**src/rtl/rbrc_pkg.sv**
```systemverilog
// Shared types and constants for the ring buffer refill controller.
// Used by rbrc_core and ring_buffer_refill_controller; depends on nothing.
package rbrc_pkg;

  localparam int unsigned RING_BYTES  = 16384;
  localparam int unsigned CHUNK_BYTES = 4096;
  localparam int unsigned OffsW       = $clog2(RING_BYTES);
  localparam int unsigned ChunkW      = $clog2(CHUNK_BYTES);
  localparam int unsigned BytesW      = 15;

  localparam logic [OffsW-1:0]  ChunkStep   = OffsW'(CHUNK_BYTES);
  localparam logic [BytesW-1:0] ChunkLen    = BytesW'(CHUNK_BYTES);
  localparam logic [BytesW-1:0] TwoChunkLen = BytesW'(2 * CHUNK_BYTES);
  localparam logic [BytesW-1:0] RingLen     = BytesW'(RING_BYTES);

  typedef enum logic [1:0] {
    FUNC_UPDATE = 2'd0,
    FUNC_ATTACH = 2'd1,
    FUNC_CLEAR  = 2'd2
  } rbrc_func_e;

  typedef enum logic [2:0] {
    ACT_NONE    = 3'd0,
    ACT_CHUNK   = 3'd1,
    ACT_RESYNC  = 3'd2,
    ACT_ATTACH  = 3'd3,
    ACT_SILENCE = 3'd4
  } rbrc_action_e;

  typedef struct packed {
    logic [1:0]  func;
    logic [13:0] cursor;
  } rbrc_in_t;

  typedef struct packed {
    logic [2:0]        action;
    logic [13:0]       fill_offset;
    logic [BytesW-1:0] fill_bytes;
  } rbrc_out_t;

  typedef struct packed {
    logic [OffsW-1:0] valid_start;
    logic [OffsW-1:0] trigger_point;
    logic [OffsW-1:0] next_fill;
    logic             channel_active;
  } rbrc_state_t;

  // True when p lies in the window [s, e); a window with s >= e wraps.
  function automatic logic in_window(logic [OffsW-1:0] p, logic [OffsW-1:0] s,
                                     logic [OffsW-1:0] e);
    if (s < e) begin
      return (p >= s) && (p < e);
    end
    return (p >= s) || (p < e);
  endfunction

endpackage

```
**src/rtl/rbrc_core.sv**
```systemverilog
// Decision logic: from the held item and the current offsets, forms the
// result and the next offsets. Depends on rbrc_pkg.
module rbrc_core import rbrc_pkg::*; (
  input  rbrc_in_t    item_i,
  input  rbrc_state_t state_i,
  output rbrc_out_t   result_o,
  output rbrc_state_t state_o
);

  logic [OffsW-1:0]  cur;
  logic [ChunkW-1:0] rem;
  logic [OffsW-1:0]  rs_start;
  logic [OffsW-1:0]  rs_trig;
  logic [BytesW-1:0] rs_bytes;
  rbrc_state_t       rs_state;

  // The cursor is taken modulo the ring size.
  assign cur      = item_i.cursor[OffsW-1:0];
  assign rem      = cur[ChunkW-1:0];
  assign rs_start = {cur[OffsW-1:ChunkW], {ChunkW{1'b0}}};
  assign rs_trig  = rs_start + ChunkStep;
  assign rs_bytes = TwoChunkLen - BytesW'(rem);

  always_comb begin
    rs_state                = state_i;
    rs_state.valid_start    = rs_start;
    rs_state.trigger_point  = rs_trig;
    rs_state.next_fill      = rs_trig + ChunkStep;
  end

  always_comb begin
    result_o = '{action: ACT_NONE, fill_offset: '0, fill_bytes: '0};
    state_o  = state_i;
    unique case (item_i.func)
      FUNC_UPDATE: begin
        if (state_i.channel_active) begin
          if (!in_window(cur, state_i.valid_start, state_i.next_fill)) begin
            result_o = '{action: ACT_RESYNC, fill_offset: 14'(cur), fill_bytes: rs_bytes};
            state_o  = rs_state;
          end else if (in_window(cur, state_i.trigger_point, state_i.next_fill)) begin
            result_o = '{action: ACT_CHUNK, fill_offset: 14'(state_i.next_fill),
                         fill_bytes: ChunkLen};
            state_o.valid_start   = state_i.trigger_point;
            state_o.trigger_point = state_i.next_fill;
            state_o.next_fill     = state_i.next_fill + ChunkStep;
          end
        end
      end
      FUNC_ATTACH: begin
        result_o = '{action: ACT_ATTACH, fill_offset: 14'(cur), fill_bytes: rs_bytes};
        state_o  = rs_state;
        state_o.channel_active = 1'b1;
      end
      FUNC_CLEAR: begin
        result_o = '{action: ACT_SILENCE, fill_offset: '0, fill_bytes: RingLen};
        state_o.channel_active = 1'b0;
      end
      default: begin
        // The unused function code leaves everything as it is.
      end
    endcase
  end

endmodule

```
**src/rtl/ring_buffer_refill_controller.sv**
```systemverilog
// An item is held in the input register, its result in the result register until taken.
// Throughput: one item per cycle unless stalled; the offsets update with the result register.
// While a result waits to be taken, the input register can still take an item if it is empty.
// Reset (asynchronous, active low) clears the offsets, the active flag and both valid bits.
// Top level of the ring buffer refill controller; depends on rbrc_pkg and rbrc_core.
module ring_buffer_refill_controller import rbrc_pkg::*; (
  input  logic      clk_i,
  input  logic      rst_ni,
  input  logic      in_valid_i,
  output logic      in_stall_o,
  input  rbrc_in_t  in_item_i,
  output logic      out_valid_o,
  input  logic      out_stall_i,
  output rbrc_out_t out_item_o
);

  logic        in_valid_q, in_valid_d;
  rbrc_in_t    in_item_q;
  logic        out_valid_q, out_valid_d;
  rbrc_out_t   out_item_q;
  rbrc_state_t state_q, state_d;
  rbrc_out_t   core_result;
  logic        advance;
  logic        load;

  rbrc_core u_core (
    .item_i   (in_item_q),
    .state_i  (state_q),
    .result_o (core_result),
    .state_o  (state_d)
  );

  assign advance    = in_valid_q && (!out_valid_q || !out_stall_i);
  assign in_stall_o = in_valid_q && !advance;
  assign load       = in_valid_i && !in_stall_o;

  assign in_valid_d  = load | (in_valid_q & ~advance);
  assign out_valid_d = advance | (out_valid_q & out_stall_i);

  always_ff @(posedge clk_i or negedge rst_ni) begin
    if (!rst_ni) begin
      in_valid_q  <= 1'b0;
      out_valid_q <= 1'b0;
      state_q     <= '0;
    end else begin
      in_valid_q  <= in_valid_d;
      out_valid_q <= out_valid_d;
      if (advance) begin
        state_q <= state_d;
      end
    end
  end

  always_ff @(posedge clk_i) begin
    if (load) begin
      in_item_q <= in_item_i;
    end
    if (advance) begin
      out_item_q <= core_result;
    end
  end

  assign out_valid_o = out_valid_q;
  assign out_item_o  = out_item_q;

  // While active, the offsets stay one chunk apart.
  assert property (@(posedge clk_i) disable iff (!rst_ni)
    state_q.channel_active |->
      (state_q.trigger_point == state_q.valid_start + ChunkStep) &&
      (state_q.next_fill == state_q.trigger_point + ChunkStep))
    else $error("active channel offsets are not one chunk apart");

  // The state seen with a held result is the one that result produced.
  assert property (@(posedge clk_i) disable iff (!rst_ni)
    out_valid_q && (out_item_q.action == ACT_ATTACH) |-> state_q.channel_active)
    else $error("attach result without an active channel");

  assert property (@(posedge clk_i) disable iff (!rst_ni)
    out_valid_q && (out_item_q.action == ACT_SILENCE) |-> !state_q.channel_active)
    else $error("silence result with the channel still active");

  // A chunk refill always starts one chunk behind the new fill point.
  assert property (@(posedge clk_i) disable iff (!rst_ni)
    out_valid_q && (out_item_q.action == ACT_CHUNK) |->
      (state_q.next_fill == out_item_q.fill_offset[OffsW-1:0] + ChunkStep))
    else $error("chunk refill offset does not match the fill point");

endmodule
```
**config.mk**
```make
export PLATFORM = sky130hd
export DESIGN_NAME = ring_buffer_refill_controller
export DESIGN_NICKNAME = d
export VERILOG_FILES = /design/src/rtl/rbrc_pkg.sv /design/src/rtl/rbrc_core.sv /design/src/rtl/ring_buffer_refill_controller.sv
export SDC_FILE = /design/constraint.sdc
export NUM_CORES = 1
export LEC_CHECK = 0
export BUFFER_PORTS_ARGS = -buffer_cell sky130_fd_sc_hd__buf_2
export CAP_MARGIN = 0
export CORE_UTILIZATION = 45
export CTS_CLUSTER_DIAMETER = 120
export CTS_CLUSTER_SIZE = 30
export DETAILED_ROUTE_END_ITERATION = 12
export GPL_TIMING_DRIVEN = 0
export PLACE_DENSITY_LB_ADDON = 0.3
export SYNTH_ARGS = -nofsm -noshare
export SYNTH_HDL_FRONTEND = slang
export SYNTH_HIERARCHICAL = 1
export SYNTH_SLANG_ARGS = --single-unit
```
**constraint.sdc**
```tcl
create_clock -name clk_i -period 3.4 [get_ports clk_i]
set_input_delay 0.68 -clock clk_i [delete_from_list [all_inputs] [get_ports clk_i]]
set_output_delay 0.68 -clock clk_i [all_outputs]
set_load 0.005 [all_outputs]
```
## After elaboration in Yosys (flattened, before gate mapping)

Cells that the tools add are included.
W data, S select, Z words.

- Register bits after elaboration: 93
- Bits of input ports: 20

- Add/sub/neg operators: 4
- $lt $le $gt $ge: 5
- Equality and inequality tests: 4
- Multiplexer cells: 25
- Bitwise logic cells: 5
- Reduce and logical (&&, ||, !) cells: 17

Operator list:

| kind | count |
|---|---|
| $pmux W32 S3 | 1 |
| $mux W42 | 2 |
| $pmux W42 S2 | 1 |
| $mux W32 | 2 |
| $mux W43 | 1 |
| $add A14 B13 Y14 const B | 3 |
| $lt A14 B14 Y1 | 3 |
| $mux W30 | 1 |
| $ge A14 B14 Y1 | 2 |
| $mux W1 | 16 |
| $sub A14 B12 Y15 const A | 1 |
| $logic_and A1 B1 Y1 | 5 |
| $logic_not A1 Y1 | 4 |
| $reduce_and A4 Y1 | 1 |
| $logic_or A1 B1 Y1 | 3 |
| $ne A3 B3 Y1 const B | 1 |
| $pmux W1 S3 | 1 |
| $reduce_bool A3 Y1 | 1 |
| $and A1 B1 Y1 | 2 |
| $eq A2 B1 Y1 const B | 1 |
| $eq A2 B2 Y1 const B | 1 |
| $logic_not A2 Y1 | 1 |
| $ne A2 B2 Y1 const B | 1 |
| $or A1 B1 Y1 | 2 |
| 3 further kinds | 3 |

## Logic depth before layout (Yosys ltp)

- Word-level depth: 18
- Gate-level depth with buffers: 13
- Depth with buffers taken out: 13

## By module

Netlist, hierarchy kept.

By module, submodules not included:

| module | instances | cells an instance | area an instance (um2) |
|---|---|---|---|
| ring_buffer_refill_controller | 1 | 146 | 3136.8 |
| rbrc_core | 1 | 351 | 2616.3 |

## Worst setup path before layout

OpenSTA, ideal clock, no wires.

- Path type: reg-to-reg
- Start: register in_item_q[11] in the netlist's numbering
- End: register state_q[41] in the netlist's numbering
- Setup time: 0.125 ns
- Arrival: 2.963 ns
- Data required time: 3.275 ns
- Slack: 0.312 ns
- Cell stages (with the launch flop): 11
- Path buffers: 1
- Cell sequence: edfxtp_1 ha_1 a21o_1 a21o_1 a211o_1 a31o_1 maj3_2 nor4_4 buf_6 a221oi_1 mux2_2

RTL lines:

| what | RTL line | text |
|---|---|---|
| from (decl) | ring_buffer_refill_controller.sv:18 | `rbrc_in_t in_item_q;` |
| from (signal assigned) | ring_buffer_refill_controller.sv:56 | `in_item_q <= in_item_i;` |
| to (signal assigned) | ring_buffer_refill_controller.sv:49 | `state_q <= state_d;` |
| to (decl) | ring_buffer_refill_controller.sv:21 | `rbrc_state_t state_q, state_d;` |

==> impl_metrics.env <==
export IMPL_synth_seq_cells=93
export IMPL_syn2layout_area_growth_pct=18.1
export IMPL_async_flop_share=0.484
export IMPL_synth_nets=586
export IMPL_setup_violations=0
export IMPL_crit_type="flop to flop"
export IMPL_num_rows=40
export IMPL_cts_sinks=93
export IMPL_num_vias=4401
export IMPL_yosys_warnings=6
export IMPL_synth_seq_area_share=0.446
export IMPL_max_stage_delay_ns=0.47
export IMPL_htree_levels=3
export IMPL_final_area_um2=6790
export IMPL_root_buffer="clkbuf_16"
export IMPL_cp_top_family="compound AO/OA/AOI/OAI gates"
export IMPL_nFillCells=1029
export IMPL_cts_max_path_buffers=2
export IMPL_grt_usage=0.227
export IMPL_drc=0
export IMPL_worst_pin_slew_ns=1.10
export IMPL_numCtsBuffers=9
export IMPL_p_per_area_nw_per_um2=571
export IMPL_critPathArrivalTime_ns=3.52
export IMPL_io_pins=54
export IMPL_cts_hold_fix_buffers=0
export IMPL_dr_pass1_iters=5
export IMPL_cp_end_kind="flop"
export IMPL_antenna_left=0
export IMPL_max_freq_mhz=303
export IMPL_synth_edf_count=48
export IMPL_worstSkewPairLatency_ns=0.34
export IMPL_drive_above_1_share=0.333
export IMPL_wirelength_um=14500
export IMPL_status="finished, final reports clean"
export IMPL_grt_pass1_wl_um=22500
export IMPL_dieHeight_um=115
export IMPL_post_place_ws_ns=-0.739
export IMPL_crit_chain="ha_1, a211o_1, a31oi_1, o21ai_1, a21oi_2, nand3_2, a31oi_4, a211oi_4, buf_4, clkbuf_4, a22o_2, mux2_1"
export IMPL_finalClockSkew_ns=0.00540
export IMPL_grt_antenna_before_repair=0
export IMPL_drt_iter0_markers=406
export IMPL_cts_tree="done"
export IMPL_required_ns=3.62
export IMPL_start_kind="flop"
export IMPL_n_antenna_cell=0
export IMPL_syn_area_um2=5750
export IMPL_start_util=0.471
export IMPL_syn_avg_cell_area_um2=11.6
export IMPL_max_cap_violations=0
export IMPL_clk_pin_slew_ns=0.06
export IMPL_hpwl_um=9910
export IMPL_crit_slowest_cell="edfxtp_1"
export IMPL_worstPathMaxFanout=10
export IMPL_hold_path_class="flop to flop"
export IMPL_synthCells=497
export IMPL_coreArea_um2=12200
export IMPL_grt_start_max_net_pins=46
export IMPL_path_buf_inv=2
export IMPL_leakage_uw=0.00304
export IMPL_tns_ns=0
export IMPL_wire_per_inst_um=19.3
export IMPL_grt_overflow=0
export IMPL_hold_viol_final=0
export IMPL_finalCriticalPeriod_ns=3.30
export IMPL_die_area_um2=13200
export IMPL_ys_types=51
export IMPL_fin_crit_sh=0.971
export IMPL_gp_congestion=0.883
export IMPL_slew_limit_headroom=0.266
export IMPL_fin_ws_ns=0.100
export IMPL_ir_drop_mv=0.249
export IMPL_vias_per_cell=5.84
export IMPL_fp_dieW_um=115
export IMPL_dpl_cell_count=718
export IMPL_place_area_um2=6230
export IMPL_yosys_most_used_dff="edfxtp_1"
export IMPL_final_cells=753
export IMPL_report_final_slew_viol_count=0
export IMPL_nets=669
export IMPL_io_buffer_count=53
export IMPL_grt_pass1_vias=4374
[layer usage]
metal | part of all wire | vias to the layer above | global-route usage
li1 | - | 2031 | -
met1 | 0.44 | 2174 | 0.291
met2 | 0.47 | 156 | 0.373
met3 | 0.049 | 40 | 0.0285
met4 | 0.036 | 0 | 0.128
met5 | 0 | - | 0
[final timing paths]
path | from | endpoint | slack (ns) | cells after the start
max | in_item_q[2] | state_q[31] | 0.10 | 12
min | in_valid_q | out_valid_o | 0.49 | 1
max reg2reg | in_item_q[2] | state_q[31] | 0.10 | 12
min reg2reg | in_valid_q | out_valid_o | 0.49 | 1
max in group asynchronous | rst_ni | state_q[9] | 2.10 | 1
min in group asynchronous | rst_ni | state_q[16] | 0.54 | 1
[area by class of cell]
type | count | area [µm²] | area share
multi-input cells | 342 | 3000 | 0.441
flip-flops and latches | 93 | 2570 | 0.379
repair buffers | 72 | 412 | 0.0606
clock buffers | 9 | 225 | 0.0332
well taps | 168 | 210 | 0.0309
inverters | 46 | 173 | 0.0254
plain buffers | 16 | 140 | 0.0206
clock inverters | 7 | 63.8 | 0.00939
[kinds of logic after synthesis]
family | share of synthesized area
muxes | 0.0842
DFF | 0.446
buffers and inverters | 0.0524
adders and majority gates | 0.152
AOI/OAI and AO/OA | 0.162
xor gates and xnor gates | 0.0122
and+or+nand+nor | 0.0905
[Yosys cell counts (3+ instances only)]
cell      instances  area (µm²)
and3_1            3        18.8
o211ai_1          6        45.0
nand4_1           6        37.5
o31ai_1           3        22.5
buf_6             6        67.6
nand3_1          10        50.1
inv_1            46         173
nor3_1            6        30.0
buf_4             5        37.5
dfrtp_1          45        1130
edfxtp_1         48        1440
xor2_1            3        26.3
mux2_2           41         462
nor2_1           23        86.3
ha_1             69         863
nor2b_1           4        25.0
nand2_1          18        67.6
a22o_1           10        87.6
and2_1           11        68.8
o21a_1            3        22.5
xnor2_1           5        43.8
o21ai_0           9        45.0
a211o_1           3        26.3
a31oi_1           4        25.0
a21o_1           16         120
buf_2             4        20.0
nand2b_1          7        43.8
a211oi_1          8        60.1
a21oi_1          24         120
a22o_2           24         240
nor4_1            3        18.8
[placed cells by master (no fill, tap or decap), types with 6 or more instances in the layout]
cell type,count
nand3_1,9
inv_1,45
a21oi_1,20
o211ai_1,6
a21o_1,16
buf_2,53
nand2_1,17
mux2_2,41
nand4_1,6
buf_6,7
and2_1,11
edfxtp_1,48
clkbuf_16,9
a22o_2,24
dfrtp_1,42
buf_4,23
nand2b_1,7
nor2_1,23
nor3_1,6
a22o_1,10
ha_1,69
o21ai_0,8
[where the power goes]
part           internal [µW]  switching [µW]
registers               1330            86.5
logic                    612             859
clock network            566             428
total                   2500            1370
[stage by stage]
step | utilization | hold slack, ns | power, µW
floorplan | - | 0.384 | 2190
global placement | 0.510 | 0.458 | 2520
detailed placement | 0.510 | 0.481 | 2560
CTS | 0.543 | 0.495 | 3690
global route | 0.556 | 0.503 | 4050
finish | 0.556 | 0.487 | 3880
[flip-flops by register name, summed over array words and instances, names as in the netlist]
| name | cells |
|---|---|
| in_item_q | 16 |
| in_valid_q | 1 |
| out_item_o | 32 |
| out_valid_o | 1 |
| state_q | 43 |
[timing repair]
action	CTS	global route
endpoints found under the setup margin	67	42
setup buffers	7	11
pin swaps	3	10
cloned	1	0
gates resized for setup	11	22
Power figures use the tool's default switching activity.
